==> src/design/lsr_pkg.sv <==
package lsr_pkg;

    // Slot array geometry and field widths
    localparam int SLOTS      = 32;
    localparam int ID_BITS    = 7;
    localparam int COUNT_BITS = 16;
    localparam int AGE_BITS   = 16;

    localparam int IDX_BITS = (SLOTS > 1) ? $clog2(SLOTS) : 1;
    localparam int LIM_BITS = $clog2(SLOTS + 1);

    // Fixed port widths
    localparam int CFG_BITS       = 6;
    localparam int OUT_ID_BITS    = 7;
    localparam int OUT_IDX_BITS   = 5;
    localparam int OUT_COUNT_BITS = 16;

    localparam logic [CFG_BITS-1:0] CFG_RESET = CFG_BITS'(20);

    // Command broadcast from the controller to every cell
    typedef struct packed {
        logic [ID_BITS-1:0]  id;         // id of the vote being handled
        logic [LIM_BITS-1:0] filled;     // filled slots before this vote
        logic [LIM_BITS-1:0] limit;      // slots the policy may fill
        logic                upd;        // apply the vote this cycle
        logic                load;       // write a new entry at load_slot
        logic [IDX_BITS-1:0] load_slot;
        logic [LIM_BITS-1:0] age_lim;    // slots below this age by one tick
    } t_cell_cmd;

    // Running victim word passed from cell to cell
    typedef struct packed {
        logic                  go;
        logic [IDX_BITS-1:0]   index;
        logic [ID_BITS-1:0]    id;
        logic [COUNT_BITS-1:0] count;
        logic [AGE_BITS-1:0]   age;
    } t_scan;

    // What a cell shows the controller for the hit search
    typedef struct packed {
        logic                  match;
        logic [COUNT_BITS-1:0] count;
    } t_cell_view;

    // Cap a count to the result field width
    function automatic logic [OUT_COUNT_BITS-1:0] cap_count(
        input logic [COUNT_BITS-1:0] c
    );
        logic [OUT_COUNT_BITS-1:0] r;
        if (32'(c) > 32'((64'd1 << OUT_COUNT_BITS) - 64'd1)) begin
            r = '1;
        end else begin
            r = OUT_COUNT_BITS'(c);
        end
        return r;
    endfunction

endpackage

==> src/design/lsr_cell.sv <==
module lsr_cell (
    input  logic                           i_clk,
    input  logic                           i_rst_n,
    input  logic [lsr_pkg::IDX_BITS-1:0]   i_index,
    input  lsr_pkg::t_cell_cmd             i_cmd,
    input  lsr_pkg::t_scan                 i_scan,
    output lsr_pkg::t_scan                 o_scan,
    output lsr_pkg::t_cell_view            o_view
);

    logic [lsr_pkg::ID_BITS-1:0]    r_id;
    logic [lsr_pkg::COUNT_BITS-1:0] r_count;
    logic [lsr_pkg::AGE_BITS-1:0]   r_age;
    lsr_pkg::t_scan                 r_scan;
    lsr_pkg::t_scan                 n_scan;

    logic w_in_use;
    logic w_match;
    logic w_in_limit;
    logic w_aging;
    logic w_loading;
    logic w_take_own;

    // Slot occupancy and hit compare
    assign w_in_use   = lsr_pkg::LIM_BITS'(i_index) < i_cmd.filled;
    assign w_match    = w_in_use && (r_id == i_cmd.id);
    assign w_in_limit = lsr_pkg::LIM_BITS'(i_index) < i_cmd.limit;
    assign w_aging    = lsr_pkg::LIM_BITS'(i_index) < i_cmd.age_lim;
    assign w_loading  = i_cmd.upd && i_cmd.load && (i_index == i_cmd.load_slot);

    assign o_view.match = w_match;
    assign o_view.count = r_count;

    // Victim compare: lower count wins, then older; ties keep the earlier slot
    always_comb begin
        w_take_own = i_scan.go && w_in_limit &&
                     ((i_index == '0) || (r_count < i_scan.count) ||
                      ((r_count == i_scan.count) && (r_age > i_scan.age)));
        n_scan = i_scan;
        if (w_take_own) begin
            n_scan.go    = 1'b1;
            n_scan.index = i_index;
            n_scan.id    = r_id;
            n_scan.count = r_count;
            n_scan.age   = r_age;
        end
    end

    // Count, age and victim word
    always_ff @(posedge i_clk) begin
        if (!i_rst_n) begin
            r_count <= '0;
            r_age   <= '0;
            r_scan  <= '0;
        end else begin
            r_scan <= n_scan;
            if (w_loading) begin
                r_count <= lsr_pkg::COUNT_BITS'(1);
                r_age   <= lsr_pkg::AGE_BITS'(1);
            end else if (i_cmd.upd) begin
                if (w_aging && (r_age != '1)) begin
                    r_age <= r_age + 1'b1;
                end
                if (w_match && (r_count != '1)) begin
                    r_count <= r_count + 1'b1;
                end
            end
        end
    end

    // Id store, written only on load
    always_ff @(posedge i_clk) begin
        if (w_loading) begin
            r_id <= i_cmd.id;
        end
    end

    assign o_scan = r_scan;

endmodule
==> config.mk <==
export PLATFORM = sky130hd
export DESIGN_NAME = lsr_cell
export DESIGN_NICKNAME = d
export VERILOG_FILES = /design/src/design/lsr_pkg.sv /design/src/design/lsr_cell.sv
export SDC_FILE = /design/constraint.sdc
export NUM_CORES = 1
export LEC_CHECK = 0
export BUFFER_PORTS_ARGS = -buffer_cell sky130_fd_sc_hd__clkbuf_2
export CORE_ASPECT_RATIO = 1.25
export CORE_MARGIN = 2
export CORE_UTILIZATION = 55
export DETAILED_ROUTE_END_ITERATION = 10
export GPL_TIMING_DRIVEN = 0
export HOLD_SLACK_MARGIN = 0.08
export PLACE_DENSITY_LB_ADDON = 0.3
export SKIP_CTS_REPAIR_TIMING = 1
export SYNTH_ARGS = -nofsm -noshare
export SYNTH_HDL_FRONTEND = slang
export SYNTH_SLANG_ARGS = --single-unit
export TNS_END_PERCENT = 10
==> constraint.sdc <==
create_clock -name i_clk -period 6.76 [get_ports i_clk]
set_input_delay 0.676 -clock i_clk [delete_from_list [all_inputs] [get_ports i_clk]]
set_output_delay 0.676 -clock i_clk [all_outputs]
set_load 0.05 [all_outputs]
# [Word level (Yosys, flattened, before mapping)]
# Index checks and enable logic that the tools add are counted.
[word_totals] register_bits=84 input_bits=84 out_inout_bits=62 elab_cells=49
[classes] n_addsub=2 magnitude_cmp=5 n_eq_ne=5 mux=7 n_bitwise=1 n_reduce_logical=19
[ops] cell="2-to-1 mux 45 bit" n=1
[ops] cell="adder 16 x 1 -> 16 bit (second input constant)" n=2
[ops] cell="inequality test 16 bit (second input constant)" n=2
[ops] cell="< comparator 5 x 6 -> 1 bit" n=3
[ops] cell="== test 16 bit" n=1
[ops] cell="> comparator 16 bit" n=1
[ops] cell="< comparator 16 bit" n=1
[ops] cell="logical AND 1 bit" n=8
[ops] cell="AND reduction 2 bit" n=4
[ops] cell="== test 7 bit" n=1
[ops] cell="2-to-1 mux 1 bit" n=6
[ops] cell="nonzero test 2 bit" n=3
[ops] cell="== test 5 bit" n=1
[ops] cell="logical NOT 5 bit" n=1
[ops] cell="logical OR 1 bit" n=2
[ops] cell="OR reduction 2 bit" n=1
[ops] cell="inverter 1 bit" n=1

# [Longest topological paths before layout]
[depth] depth_word=6 mapped_depth=10 ltp_nobuf=8

# [Worst setup path after synthesis]
# Ideal clock, no wire load.
[synth_timing] path_kind="input to register" from="in i_scan[30] in the netlist's numbering" to="reg r_scan, in the netlist o_scan[27]" setup_ns=0.119 arrival_time_ns=2.443 required_ns=6.641 setup_slack_ns=4.198 cell_stages=10 path_buffers=2 path_cell_list="inv_1 > ha_1 > nand4_2 > or4_1 > a31o_1 > a21oi_1 > a21oi_1 > buf_6 > buf_12 > mux2i_1"
[synth_between] elab_chain_len=5 word_cells_on_any_way=7 cone_classes="order compare: 1; eq/ne: 1; mux: 1; reduce/logical: 4"
[synth_rtl] element="start: declaration" line_no="lsr_cell.sv:6" text="input lsr_pkg::t_scan i_scan,"
[synth_rtl] element="< comparator 16 bit / == test 16 bit (equally long branches)" line_no="lsr_cell.sv:37, lsr_cell.sv:38"
[synth_rtl] element="logical OR 1 bit / logical AND 1 bit (equally long branches)" line_no="lsr_cell.sv:37, lsr_cell.sv:38"
[synth_rtl] element="logical OR 1 bit (*)" line_no="lsr_cell.sv:37" text="((i_index == '0) || (r_count < i_scan.count) ||"
[synth_rtl] element="logical AND 1 bit (*)" line_no="lsr_cell.sv:36" text="w_take_own = i_scan.go && w_in_limit &&"
[synth_rtl] element="2-to-1 mux 45 bit (*)" line_no="lsr_cell.sv:40" text="if (w_take_own) begin"
[synth_rtl] element="end signal: assignment" line_no="lsr_cell.sv:56" text="r_scan <= n_scan;"
[synth_rtl] element="end: declaration" line_no="lsr_cell.sv:14" text="lsr_pkg::t_scan r_scan;"
# Mark *: on every way between the ends. The rest lies on a longest branch, timed or not.
# A chain may end at the register's enable or synchronous reset.

# [Worst setup path after layout]
[layout_timing] from="in i_index[4] in the netlist's numbering" to="out o_view[16] in the netlist's numbering"
[layout_between] elab_chain_len=2
[layout_rtl] element="start: declaration" line_no="lsr_cell.sv:4" text="input logic [lsr_pkg::IDX_BITS-1:0] i_index,"
[layout_rtl] element="< comparator 5 x 6 -> 1 bit" line_no="lsr_cell.sv:25" text="assign w_in_use = lsr_pkg::LIM_BITS'(i_index) < i_cmd.filled;"
[layout_rtl] element="logical AND 1 bit" line_no="lsr_cell.sv:26" text="assign w_match = w_in_use && (r_id == i_cmd.id);"
[layout_rtl] element="end: declaration" line_no="lsr_cell.sv:8" text="output lsr_pkg::t_cell_view o_view"
# Every way passes these cells.

==> flow_summary.ini <==
[sta]
holdWs_ps = 518
finalCriticalPeriod_ps = 2920
timing.final.crit_share_pct = 43.3
max-slew-margin-rel_pct = 56.7
setup_violations = 0
timing.final.max_slew_violations = 0
finalHoldViolCount = 0
max_freq_ghz = 0.342
worst_clock_skew_on_the_final_layout_ps = 6.89
rsz0062_at_grt = false
finalSetupTns_ps = 0
timing_worst_slew_pin_value_ps = 647

[placed_design]
dp.cells = 867
io_buffers = 145
gp_routability_congestion = 0.899
hpwlAfterDp_um = 10600

[logic_synthesis]
dominant_cells_by_area_after_synthesis = sky130_fd_sc_hd__dfxtp_1 (30%), sky130_fd_sc_hd__ha_1 (11%), sky130_fd_sc_hd__mux2i_1 (10%)
synth_top_area_cell = sky130_fd_sc_hd__dfxtp_1
synthesized_nets = 729
ys_seq_elements = 84
proportion_of_synthesized_chip_area_in_sequential_cells_pct = 34.6
yosys_most_used_dff = sky130_fd_sc_hd__dfxtp_1
mean_instance_size_in_the_synthesized_netlist_um2 = 8.44
synth_area_mm2 = 0.00506
number_of_enable_type_register_cells_in_the_synthesized_netlist = 7
synthCells = 599
yosysUniqueCellTypes = 54
synth_async_sr_flop_share_pct = 0
yosys_warnings = 0
synthDominantCellAreaShare_pct = 30.5

[route]
wl_per_cell_um = 15.7
route.final.wire_length_um = 13900
detailroute.via_count = 4941
ant_nets = 0
drtPass1Iterations = 5
vias_per_cell = 5.60
drt_drc_violations_left = 0
drt_first_iter_violations = 247

[die]
die-width_um = 89.8
num_rows = 39
design.core.area_mm2 = 0.00903
pin_count = 146
die_h_um = 111
initial_core_util_pct = 56.0
die_area_mm2 = 0.00998

[global_routing]
grt_pass1_vias = 4990
maximum_number_of_pins_on_one_net_before_global_route_repair = 14
antenna_found_initial = 0
groute.usage.overall_pct = 28.3
grt_first_pass_wirelength_um = 23000
gr-total-overflow = 0

[clock_tree]
worstSkewPairLatency_ps = 340
htree_levels = 3
clk_root_buffer_cell = sky130_fd_sc_hd__clkbuf_16
cts.clk_slew.worst_paths_ps = 60
clock_sink_count = 84
cts-buffers-inserted = 9
tritoncts_clock_tree = built
cts.path.max_buffers = 2

[layout]
area_growth_pct = 23.2
layout.filler_cells = 759
most_common_cell_after_layout_fill_and_taps_aside = sky130_fd_sc_hd__clkbuf_2
instances_no_fill = 883
drive_above_1_share_pct = 22.4
n_antenna_cell = 0
mostFrequentLayoutCells = sky130_fd_sc_hd__clkbuf_2 (145), sky130_fd_sc_hd__nand2_1 (122), sky130_fd_sc_hd__dfxtp_1 (77), sky130_fd_sc_hd__inv_1 (53), sky130_fd_sc_hd__mux2i_1 (52)
nNetsFinal = 885

[worst_setup_path]
worst-path-max-fanout = 6
crit_type = input port to output port
worst_setup_path_start_kind = input port
worstSetupEndpointType = output port
rr_worst_depth = 9
slowest_stage = sky130_fd_sc_hd__nor4_1
critical-path-max-stage-delay_ps = 470
worst-r2r-setup-slack_ps = 4080
cp_data_required_time_ps = 6080
crit_path_start = i_index[4]
crit-reg2reg-launch = r_count[11]$_SDFFE_PP0P_
cp.arrival_ps = 2250
crit_path_frequent_cell = sky130_fd_sc_hd__clkbuf_2
r2r_end = o_scan[14]$_SDFF_PN0_
crit_chain = clkbuf_2 > ha_1 > inv_1 > o21ai_0 > nor4_1 > o21a_1 > buf_4 > clkbuf_2

[power_and_ir_drop]
power.static_leakage_nw = 3.12
irDropWorstVdd_v = 0.000123
cellPowerDensity_mw_per_mm2 = 201

[hold_path]
min_path_type = register to register
timing.hold.worst_endpoint = o_scan[3]$_SDFF_PN0_
hold_crit_start = r_age[3]$_SDFFE_PP0P_
holdPathStages = 2

[run]
timing.max_cap.violations = 0

[status]
status = complete, no violations
==> worst max-delay path by stage <==
stage | cells after the start | end
6_report | 8 | o_view[16]
3_3_place_gp | 11 | o_scan[0]$_SDFF_PN0_
5_1_grt | 8 | o_view[16]
4_1_cts | 8 | o_view[16]
2_1_floorplan | 10 | o_scan[27]$_SDFF_PN0_
3_5_place_dp | 11 | o_scan[2]$_SDFF_PN0_
==> through the flow <==
stage	cell area (µm²)	setup WS [ps]	power, mW	utilization (%)
6_report	6230	3840	1.25	69.0
5_1_grt	6230	3630	1.29	69.0
4_1_cts	6230	3860	1.26	69.0
3_5_place_dp	5940	3780	0.768	65.8
3_3_place_gp	5940	3810	0.762	65.8
2_1_floorplan	5060	4200	0.695	-
==> worst max-delay path: cells and delay by family <==
family	cells	cell delay, ps
AOI/OAI and AO/OA	2	290
buffers and inverters	4	580
and+or+nand+nor	1	470
adders and majority gates	1	230
==> power by group <==
group	internal, mW	switching, mW	total, mW	leakage [nW]
clock	0.294	0.200	0.494	0.145
combinational	0.0798	0.152	0.232	2.28
sequential	0.520	0.00662	0.527	0.693
==> sequential cells by signal, indices dropped and copies added, names as in the netlist <==
name and flops:
o_scan 45, r_age 16, r_count 16, r_id 7
==> routing by layer <==
layer	vias to the layer above	track usage (%)	routed length (µm)	share of wire, %
met4	0	10.5	319	2.3
li1	2413	-	-	-
met1	2337	30.9	5430	39
met3	27	4.62	644	4.6
met2	164	54.3	7480	54
met5	-	0	0	0
==> area by class of cell <==
type	instances	area, µm²	area share [%]
flip-flops and latches	84	1750	28.1
clock buffers	11	243	3.90
inverters	53	199	3.19
well taps	123	154	2.47
plain buffers	24	168	2.69
multi-input cells	438	2940	47.2
repair buffers	145	726	11.6
clock inverters	5	51.3	0.823
==> logic make-up (layout without fill, tap and decap cells) <==
family	after synthesis	in the layout	share of synthesized area [%]
XOR/XNOR	12	12	2.08
AO/OA/AOI/OAI	91	91	11.6
adder cells (fa/ha/maj)	46	46	11.4
buffers and inverters	77	238	7.25
flip-flops	84	84	34.6
multiplexers	53	53	10.5
AND/OR/NAND/NOR	236	236	22.6
==> synth_stat cells, types with 2 or more instances <==
cell and instances:
sky130_fd_sc_hd__a21oi_1 35, sky130_fd_sc_hd__nand4_1 18, sky130_fd_sc_hd__or4_1 13, sky130_fd_sc_hd__inv_1 53, sky130_fd_sc_hd__nor4_1 2, sky130_fd_sc_hd__nor2_1 19
sky130_fd_sc_hd__xnor2_1 10, sky130_fd_sc_hd__o211ai_1 2, sky130_fd_sc_hd__buf_12 4, sky130_fd_sc_hd__a41o_1 2, sky130_fd_sc_hd__nand3_1 19, sky130_fd_sc_hd__or3_1 2
sky130_fd_sc_hd__and3_1 4, sky130_fd_sc_hd__o311ai_1 2, sky130_fd_sc_hd__a31oi_1 4, sky130_fd_sc_hd__xor2_1 2, sky130_fd_sc_hd__and4_1 5, sky130_fd_sc_hd__ha_1 46
sky130_fd_sc_hd__edfxtp_1 7, sky130_fd_sc_hd__o31ai_1 11, sky130_fd_sc_hd__o21a_1 4, sky130_fd_sc_hd__and2_1 4, sky130_fd_sc_hd__mux2i_1 52, sky130_fd_sc_hd__nand2_1 122
sky130_fd_sc_hd__a21o_1 6, sky130_fd_sc_hd__clkbuf_1 17, sky130_fd_sc_hd__nand2b_1 15, sky130_fd_sc_hd__nor3_1 4, sky130_fd_sc_hd__a211oi_1 3, sky130_fd_sc_hd__dfxtp_1 77
sky130_fd_sc_hd__o21ai_0 12
(Power assumes the default switching activity.)
